===== src/sv/ppd_pkg.sv =====
`timescale 1ns / 1ps
// ppd_pkg: widths, root-stage state type and the root digit step for the
// point pair distance core. No dependencies.
package ppd_pkg;

    localparam int COORD_W      = 16;               // coordinate width, 8 fraction bits
    localparam int DIFF_W       = COORD_W + 1;      // signed difference
    localparam int MAG_W        = COORD_W;          // |difference| fits here
    localparam int SQ_W         = 2 * MAG_W;        // one square
    localparam int SUM_W        = SQ_W + 1;         // sum of two squares
    localparam int ROOT_W       = (SUM_W + 1) / 2;  // full integer root
    localparam int RAD_W        = 2 * ROOT_W;       // radicand padded to even width
    localparam int REM_W        = ROOT_W + 2;       // partial remainder
    localparam int DIST_W       = 17;               // distance port width
    localparam int BITS_PER_STG = 3;                // root bits resolved per stage
    localparam int SQRT_STG     = (ROOT_W + BITS_PER_STG - 1) / BITS_PER_STG;

    typedef struct packed {
        logic [REM_W-1:0]  rem;
        logic [ROOT_W-1:0] root;
        logic [RAD_W-1:0]  rad;
    } t_root_st;

    // One restoring square-root digit: bring down two radicand bits,
    // try subtracting (4*root + 1).
    function automatic t_root_st root_step(input t_root_st s);
        logic [REM_W:0] rem_t;
        logic [REM_W:0] trial;
        logic           ge;
        t_root_st       n;
        rem_t  = {s.rem[REM_W-2:0], s.rad[RAD_W-1 -: 2]};
        trial  = {1'b0, s.root, 2'b01};
        ge     = (rem_t >= trial);
        n.rem  = ge ? REM_W'(rem_t - trial) : REM_W'(rem_t);
        n.root = {s.root[ROOT_W-2:0], ge};
        n.rad  = {s.rad[RAD_W-3:0], 2'b00};
        return n;
    endfunction

endpackage


===== src/sv/point_pair_distance_core.sv =====
`timescale 1ns / 1ps
// point_pair_distance_core: floor(sqrt(dx^2 + dy^2)) per transaction.
// Registered path: 3 front stages, then 6 root stages, from accepted input
// to valid output. Throughput: one transaction per cycle when no stall holds;
// a full stage holds while the one after it holds, chained combinationally.
// Reset (i_rst_n low, synchronous) clears only the stage valid bits.
// Depends on ppd_pkg, ppd_sq_front, ppd_sqrt_pipe.
module point_pair_distance_core (
    input  logic                               i_clk,
    input  logic                               i_rst_n,
    // input channel
    input  logic                               i_valid,
    output logic                               o_stall,
    input  logic signed [ppd_pkg::COORD_W-1:0] i_x_start,
    input  logic signed [ppd_pkg::COORD_W-1:0] i_x_end,
    input  logic signed [ppd_pkg::COORD_W-1:0] i_y_start,
    input  logic signed [ppd_pkg::COORD_W-1:0] i_y_end,
    input  logic                               i_last_in,
    // output channel
    output logic                               o_valid,
    input  logic                               i_stall,
    output logic [ppd_pkg::DIST_W-1:0]         o_distance,
    output logic                               o_last_out
);
    import ppd_pkg::*;

    // front end -> root pipe
    logic              w_mid_valid;
    logic              w_mid_stall;
    logic [SUM_W-1:0]  w_mid_sum;
    logic              w_mid_last;
    logic [ROOT_W-1:0] w_root;

    // Differences, magnitudes, squares and the exact sum. The sum keeps
    // all 16 fraction bits, so its root carries exactly 8.
    ppd_sq_front u_front (
        .i_clk     (i_clk),
        .i_rst_n   (i_rst_n),
        .i_valid   (i_valid),
        .o_stall   (o_stall),
        .i_x_start (i_x_start),
        .i_x_end   (i_x_end),
        .i_y_start (i_y_start),
        .i_y_end   (i_y_end),
        .i_last    (i_last_in),
        .o_valid   (w_mid_valid),
        .i_stall   (w_mid_stall),
        .o_sum     (w_mid_sum),
        .o_last    (w_mid_last)
    );

    // Truncating root; its last stage is the output register, so a
    // waiting result does not block the stages behind it from filling.
    ppd_sqrt_pipe u_sqrt (
        .i_clk   (i_clk),
        .i_rst_n (i_rst_n),
        .i_valid (w_mid_valid),
        .o_stall (w_mid_stall),
        .i_sum   (w_mid_sum),
        .i_last  (w_mid_last),
        .o_valid (o_valid),
        .i_stall (i_stall),
        .o_root  (w_root),
        .o_last  (o_last_out)
    );

    // Root fits the port for 16-bit coordinates; wider ones wrap.
    assign o_distance = DIST_W'(w_root);

endmodule


===== src/sv/ppd_sq_front.sv =====
`timescale 1ns / 1ps
// ppd_sq_front: three-stage front end, |dx| and |dy|, squares, sum.
// Depends on ppd_pkg.
module ppd_sq_front (
    input  logic                               i_clk,
    input  logic                               i_rst_n,
    input  logic                               i_valid,
    output logic                               o_stall,
    input  logic signed [ppd_pkg::COORD_W-1:0] i_x_start,
    input  logic signed [ppd_pkg::COORD_W-1:0] i_x_end,
    input  logic signed [ppd_pkg::COORD_W-1:0] i_y_start,
    input  logic signed [ppd_pkg::COORD_W-1:0] i_y_end,
    input  logic                               i_last,
    output logic                               o_valid,
    input  logic                               i_stall,
    output logic [ppd_pkg::SUM_W-1:0]          o_sum,
    output logic                               o_last
);
    import ppd_pkg::*;

    logic [2:0] r_v;
    logic [2:0] r_last;
    logic [3:0] w_stall;

    logic signed [DIFF_W-1:0] w_dx;
    logic signed [DIFF_W-1:0] w_dy;
    logic [MAG_W-1:0]         n_magx;
    logic [MAG_W-1:0]         n_magy;
    logic [MAG_W-1:0]         r_magx;
    logic [MAG_W-1:0]         r_magy;
    logic [SQ_W-1:0]          r_sqx;
    logic [SQ_W-1:0]          r_sqy;
    logic [SUM_W-1:0]         r_sum;

    // stage k holds when it is full and the stage after it holds
    assign w_stall[3] = i_stall;
    assign w_stall[2] = r_v[2] & w_stall[3];
    assign w_stall[1] = r_v[1] & w_stall[2];
    assign w_stall[0] = r_v[0] & w_stall[1];
    assign o_stall    = w_stall[0];

    always_comb begin
        w_dx   = $signed({i_x_end[COORD_W-1], i_x_end})
               - $signed({i_x_start[COORD_W-1], i_x_start});
        w_dy   = $signed({i_y_end[COORD_W-1], i_y_end})
               - $signed({i_y_start[COORD_W-1], i_y_start});
        n_magx = w_dx[DIFF_W-1] ? MAG_W'(-w_dx) : MAG_W'(w_dx);
        n_magy = w_dy[DIFF_W-1] ? MAG_W'(-w_dy) : MAG_W'(w_dy);
    end

    always_ff @(posedge i_clk) begin
        if (!i_rst_n) begin
            r_v <= '0;
        end else begin
            if (!w_stall[0]) r_v[0] <= i_valid;
            if (!w_stall[1]) r_v[1] <= r_v[0];
            if (!w_stall[2]) r_v[2] <= r_v[1];
        end
    end

    always_ff @(posedge i_clk) begin
        if (!w_stall[0]) begin
            r_magx    <= n_magx;
            r_magy    <= n_magy;
            r_last[0] <= i_last;
        end
        if (!w_stall[1]) begin
            r_sqx     <= r_magx * r_magx;
            r_sqy     <= r_magy * r_magy;
            r_last[1] <= r_last[0];
        end
        if (!w_stall[2]) begin
            r_sum     <= SUM_W'(r_sqx) + SUM_W'(r_sqy);
            r_last[2] <= r_last[1];
        end
    end

    assign o_valid = r_v[2];
    assign o_sum   = r_sum;
    assign o_last  = r_last[2];

endmodule


===== src/sv/ppd_sqrt_pipe.sv =====
`timescale 1ns / 1ps
// ppd_sqrt_pipe: pipelined restoring integer square root, up to BITS_PER_STG
// root bits per stage. Depends on ppd_pkg.
module ppd_sqrt_pipe (
    input  logic                        i_clk,
    input  logic                        i_rst_n,
    input  logic                        i_valid,
    output logic                        o_stall,
    input  logic [ppd_pkg::SUM_W-1:0]   i_sum,
    input  logic                        i_last,
    output logic                        o_valid,
    input  logic                        i_stall,
    output logic [ppd_pkg::ROOT_W-1:0]  o_root,
    output logic                        o_last
);
    import ppd_pkg::*;

    logic [SQRT_STG-1:0] r_v;
    logic [SQRT_STG-1:0] r_last;
    logic [SQRT_STG:0]   w_stall;
    t_root_st            r_st [SQRT_STG];
    t_root_st            n_st [SQRT_STG];
    t_root_st            w_init;

    assign w_stall[SQRT_STG] = i_stall;
    assign o_stall           = w_stall[0];

    always_comb begin
        w_init.rem  = '0;
        w_init.root = '0;
        w_init.rad  = RAD_W'(i_sum);
    end

    for (genvar s = 0; s < SQRT_STG; s++) begin : g_stg
        logic     w_vin;
        logic     w_lin;
        t_root_st w_sin;

        if (s == 0) begin : g_first
            assign w_vin = i_valid;
            assign w_lin = i_last;
            assign w_sin = w_init;
        end else begin : g_rest
            assign w_vin = r_v[s-1];
            assign w_lin = r_last[s-1];
            assign w_sin = r_st[s-1];
        end

        assign w_stall[s] = r_v[s] & w_stall[s+1];

        always_comb begin
            t_root_st v;
            v = w_sin;
            for (int j = 0; j < BITS_PER_STG; j++) begin
                if (s * BITS_PER_STG + j < ROOT_W) v = root_step(v);
            end
            n_st[s] = v;
        end

        always_ff @(posedge i_clk) begin
            if (!i_rst_n) begin
                r_v[s] <= 1'b0;
            end else if (!w_stall[s]) begin
                r_v[s] <= w_vin;
            end
        end

        always_ff @(posedge i_clk) begin
            if (!w_stall[s]) begin
                r_st[s]   <= n_st[s];
                r_last[s] <= w_lin;
            end
        end
    end

    assign o_valid = r_v[SQRT_STG-1];
    assign o_root  = r_st[SQRT_STG-1].root;
    assign o_last  = r_last[SQRT_STG-1];

endmodule


===== config.mk =====
export PLATFORM = sky130hd
export DESIGN_NAME = point_pair_distance_core
export DESIGN_NICKNAME = d
export VERILOG_FILES = /design/src/sv/ppd_pkg.sv /design/src/sv/point_pair_distance_core.sv /design/src/sv/ppd_sq_front.sv /design/src/sv/ppd_sqrt_pipe.sv
export SDC_FILE = /design/constraint.sdc
export NUM_CORES = 2
export LEC_CHECK = 0
export ABC_AREA = 1
export BUFFER_PORTS_ARGS = -buffer_cell sky130_fd_sc_hd__buf_2
export CAP_MARGIN = 15
export CORE_ASPECT_RATIO = 1.4
export CORE_MARGIN = 8
export CORE_UTILIZATION = 55
export CTS_CLUSTER_SIZE = 16
export DETAILED_ROUTE_END_ITERATION = 10
export GPL_TIMING_DRIVEN = 0
export PLACE_DENSITY = 0.74
export SKIP_LAST_GASP = 1
export SLEW_MARGIN = 15
export SYNTH_ARGS = -nofsm -noshare
export SYNTH_HDL_FRONTEND = slang
export SYNTH_SLANG_ARGS = --single-unit

===== constraint.sdc =====
create_clock -name i_clk -period 34.4 [get_ports i_clk]
set_clock_uncertainty 0.15 [all_clocks]
set_input_delay 6.88 -clock i_clk [delete_from_list [all_inputs] [get_ports i_clk]]
set_output_delay 6.88 -clock i_clk [all_outputs]
set_load 0.01 [all_outputs]

==> run summary <==
first-pass GRT wire length = 169000 um
Post-synth EDFFs = 368
final setup violation count = 0
Slew Limit Fails = 0
nets = 6192
CTS Root Cell = clkbuf_16
number of port buffers = 88
commonest non-fill, non-tap cell in the layout = nand2_1
Die W = 250 um
critical path arrival = 12.06 ns
layout cells sized above 1 = 0.0562
Post-Synth Simple-Gate Area = 0.211
Post-Synth Adder-Cell Area = 0.285
FMAX = 52.4 MHz
final wirelength = 105000 um
unique cell type count in the Yosys netlist = 63
sequential share of the synthesized area = 0.266
most frequent cells in the layout = nand2_1, inv_1, ha_1
crit path time final = 19.09 ns
Crit path required time = 27.37 ns
initial antenna violation count = 0
grt ovf = 0
Sink Count = 377
Avg Cell Area, Syn = 8.07 sq um
routed vias = 34200
setup ws final = 15.31 ns
Fin. Hold Viols = 0
diodes inserted = 0
min-delay worst type = flip-flop to flip-flop
FFs w/ async S/R, synth = 0
pre-CTS setup slack = 15.15 ns
setup bufs post-CTS = 0
Post-Layout Cell Count = 6370
RSZ-0062 raised after global routing = no
TritonCTS clock tree = built
placed insts = 6295
Crit. End Element = output pin
ANT nets after route = 0
Mapped Nets = 6055
dominant synthesized flop cell = edfxtp_1
main combinational cell family by area after synthesis = adder cells
Final Cycle Share = 0.555
TNS Setup = 0 ns
vias in the first global route = 35300
wire per inst = 16.5 um
hold slack = 0.249 ns
DR pass1 iterations = 6
DPL Wire Length = 88500 um
Starting Density = 0.553
Die ar. = 0.0859 sq mm
Worst-Skew Late Latency = 0.58 ns
Synth Register Bits = 377
max-cap viol count = 0
mux contribution to synthesized area = 0.000267
CTS Hold Bufs = 0
CTS H-tree depth = 2
total CTS buffers = 41
clk buf depth = 3
core area = 0.0763 sq mm
compound-gate portion of the synthesized area = 0.0799
clk slew on worst S/H paths = 0.06 ns
Rows = 120
Post-CTS Resized = 0
Area Growth Syn to Fin = 7.46%
Routability Congestion = 0.948
crit-path max FO = 65
status = finished, final reports clean
residual DRC count = 0
Die Span Y = 344 um
xor/xnor share of the synthesized area = 0.0555
vias per std cell = 5.37
fillers = 6873
Slew @ Worst Pin = 0.990 ns
largest net degree at the start of global routing = 66
Synth warnings = 0
Worst setup SP type = primary input
Iter 0 DRT Violations = 1794
critical path class = primary input to output pin
All-Layer GR Usage = 0.243
IO Pins = 89
Syn Inst Count = 5225
relative slew slack = 0.339
netlist area before placement = 0.0422 sq mm
[cell usage after synthesis (4+ instances only)]
cell | n | area [sq um]
a21boi_0 | 4 | 30.0
o2111ai_1 | 4 | 35.0
edfxtp_1 | 368 | 11100
nor4_1 | 6 | 37.5
nor3b_1 | 5 | 37.5
dfxtp_1 | 9 | 180
nand2_1 | 1267 | 4760
nor3_1 | 48 | 240
inv_2 | 15 | 56.3
nand4_1 | 50 | 313
o21bai_1 | 13 | 97.6
nor2_4 | 10 | 113
a21o_1 | 23 | 173
buf_6 | 7 | 78.8
a31oi_1 | 22 | 138
nand3_2 | 13 | 130
o21ai_1 | 9 | 45.0
a21oi_1 | 280 | 1400
ha_1 | 431 | 5390
nand2_2 | 20 | 125
xor2_1 | 188 | 1650
nand2_4 | 4 | 45.0
fa_1 | 330 | 6610
o21a_1 | 13 | 97.6
buf_4 | 7 | 52.6
o21ai_0 | 201 | 1010
inv_1 | 1023 | 3840
o31ai_1 | 5 | 37.5
nand3b_1 | 25 | 188
o211ai_1 | 10 | 75.1
nand3_1 | 271 | 1360
xnor2_1 | 79 | 692
buf_2 | 4 | 20.0
nor2_1 | 306 | 1150
o21ai_2 | 4 | 35.0
and3_1 | 4 | 25.0
nor2_2 | 14 | 87.6
or2_2 | 20 | 125
clkbuf_1 | 72 | 270
[sequential cells by signal, summed over array words and instances (netlist names)]
register,cells
u_sqrt.g_stg.w_lin,5
u_front.r_v,3
u_front.r_last,3
u_sqrt.o_valid,1
u_front.r_sqy,31
u_sqrt.r_st,232
u_sqrt.g_stg.w_vin,5
u_sqrt.o_last,1
u_front.r_sqx,31
u_front.r_magx,16
u_front.r_magy,16
u_front.o_sum,33
[critical path, stage by stage]
cell	delay (ns)
buf_2	0.09
nand2_1	0.71
nor2_1	0.12
inv_2	0.19
buf_12	0.24
nor2_1	0.08
inv_2	0.26
buf_12	0.24
nor2_1	0.07
inv_2	0.28
buf_12	0.25
nor2_1	0.07
inv_2	0.36
nor2_1	0.10
inv_2	0.38
nor2_1	0.11
inv_2	0.33
buf_16	0.22
nor2_1	0.09
inv_4	0.57
nor2_1	0.17
buf_2	0.19
[routing by layer]
| metal | GRT usage | wire length [um] | vias up |
|---|---|---|---|
| li1 | - | - | 17000 |
| met1 | 0.240 | 37300 | 16000 |
| met2 | 0.487 | 57100 | 859 |
| met3 | 0.0233 | 3650 | 343 |
| met4 | 0.142 | 6940 | 0 |
| met5 | 0 | 0 | - |
[cell type report]
cell class	instances	area [sq um]	share of cell area
Sequential cell	377	11200	0.248
Buffer	91	425	0.00939
Timing Repair Buffer	94	568	0.0125
Tap cell	976	1220	0.0269
Multi-Input combinational cell	3716	26600	0.587
Inverter	1041	3910	0.0863
Clock buffer	47	1070	0.0236
Clock inverter	28	283	0.00624
[worst paths after layout]
check | start | to | slack (ns) | cells past startpoint
worst max-delay path | i_stall | o_stall | 15.31 | 22
worst min register to register | u_sqrt.r_st[0][3] | u_sqrt.r_st[1][9] | 0.25 | 0
worst min-delay path | u_sqrt.r_st[0][3] | u_sqrt.r_st[1][9] | 0.25 | 0
worst max register to register | u_front.r_magy[2] | u_front.r_sqy[29] | 26.67 | 25
[logic make-up (layout without fill, tap and decap cells)]
group | Yosys count | count (layout)
and+or+nand+nor | 2077 | 2077
DFF | 377 | 377
buffers and inverters | 1132 | 1301
xor gates and xnor gates | 267 | 267
muxes | 1 | 1
adders and majority gates | 761 | 761
AOI/OAI and AO/OA | 610 | 610
[per-stage QoR]
stage,util,area (sq um)
global route,0.594,45300
detailed placement,0.576,44000
CTS,0.594,45300
floorplan,-,42200
global placement,0.575,43800
finish,0.594,45300
Power is left out: the tool's default activity adds up to more than one toggle a clock period on the data nets, which glitch-free logic cannot reach.
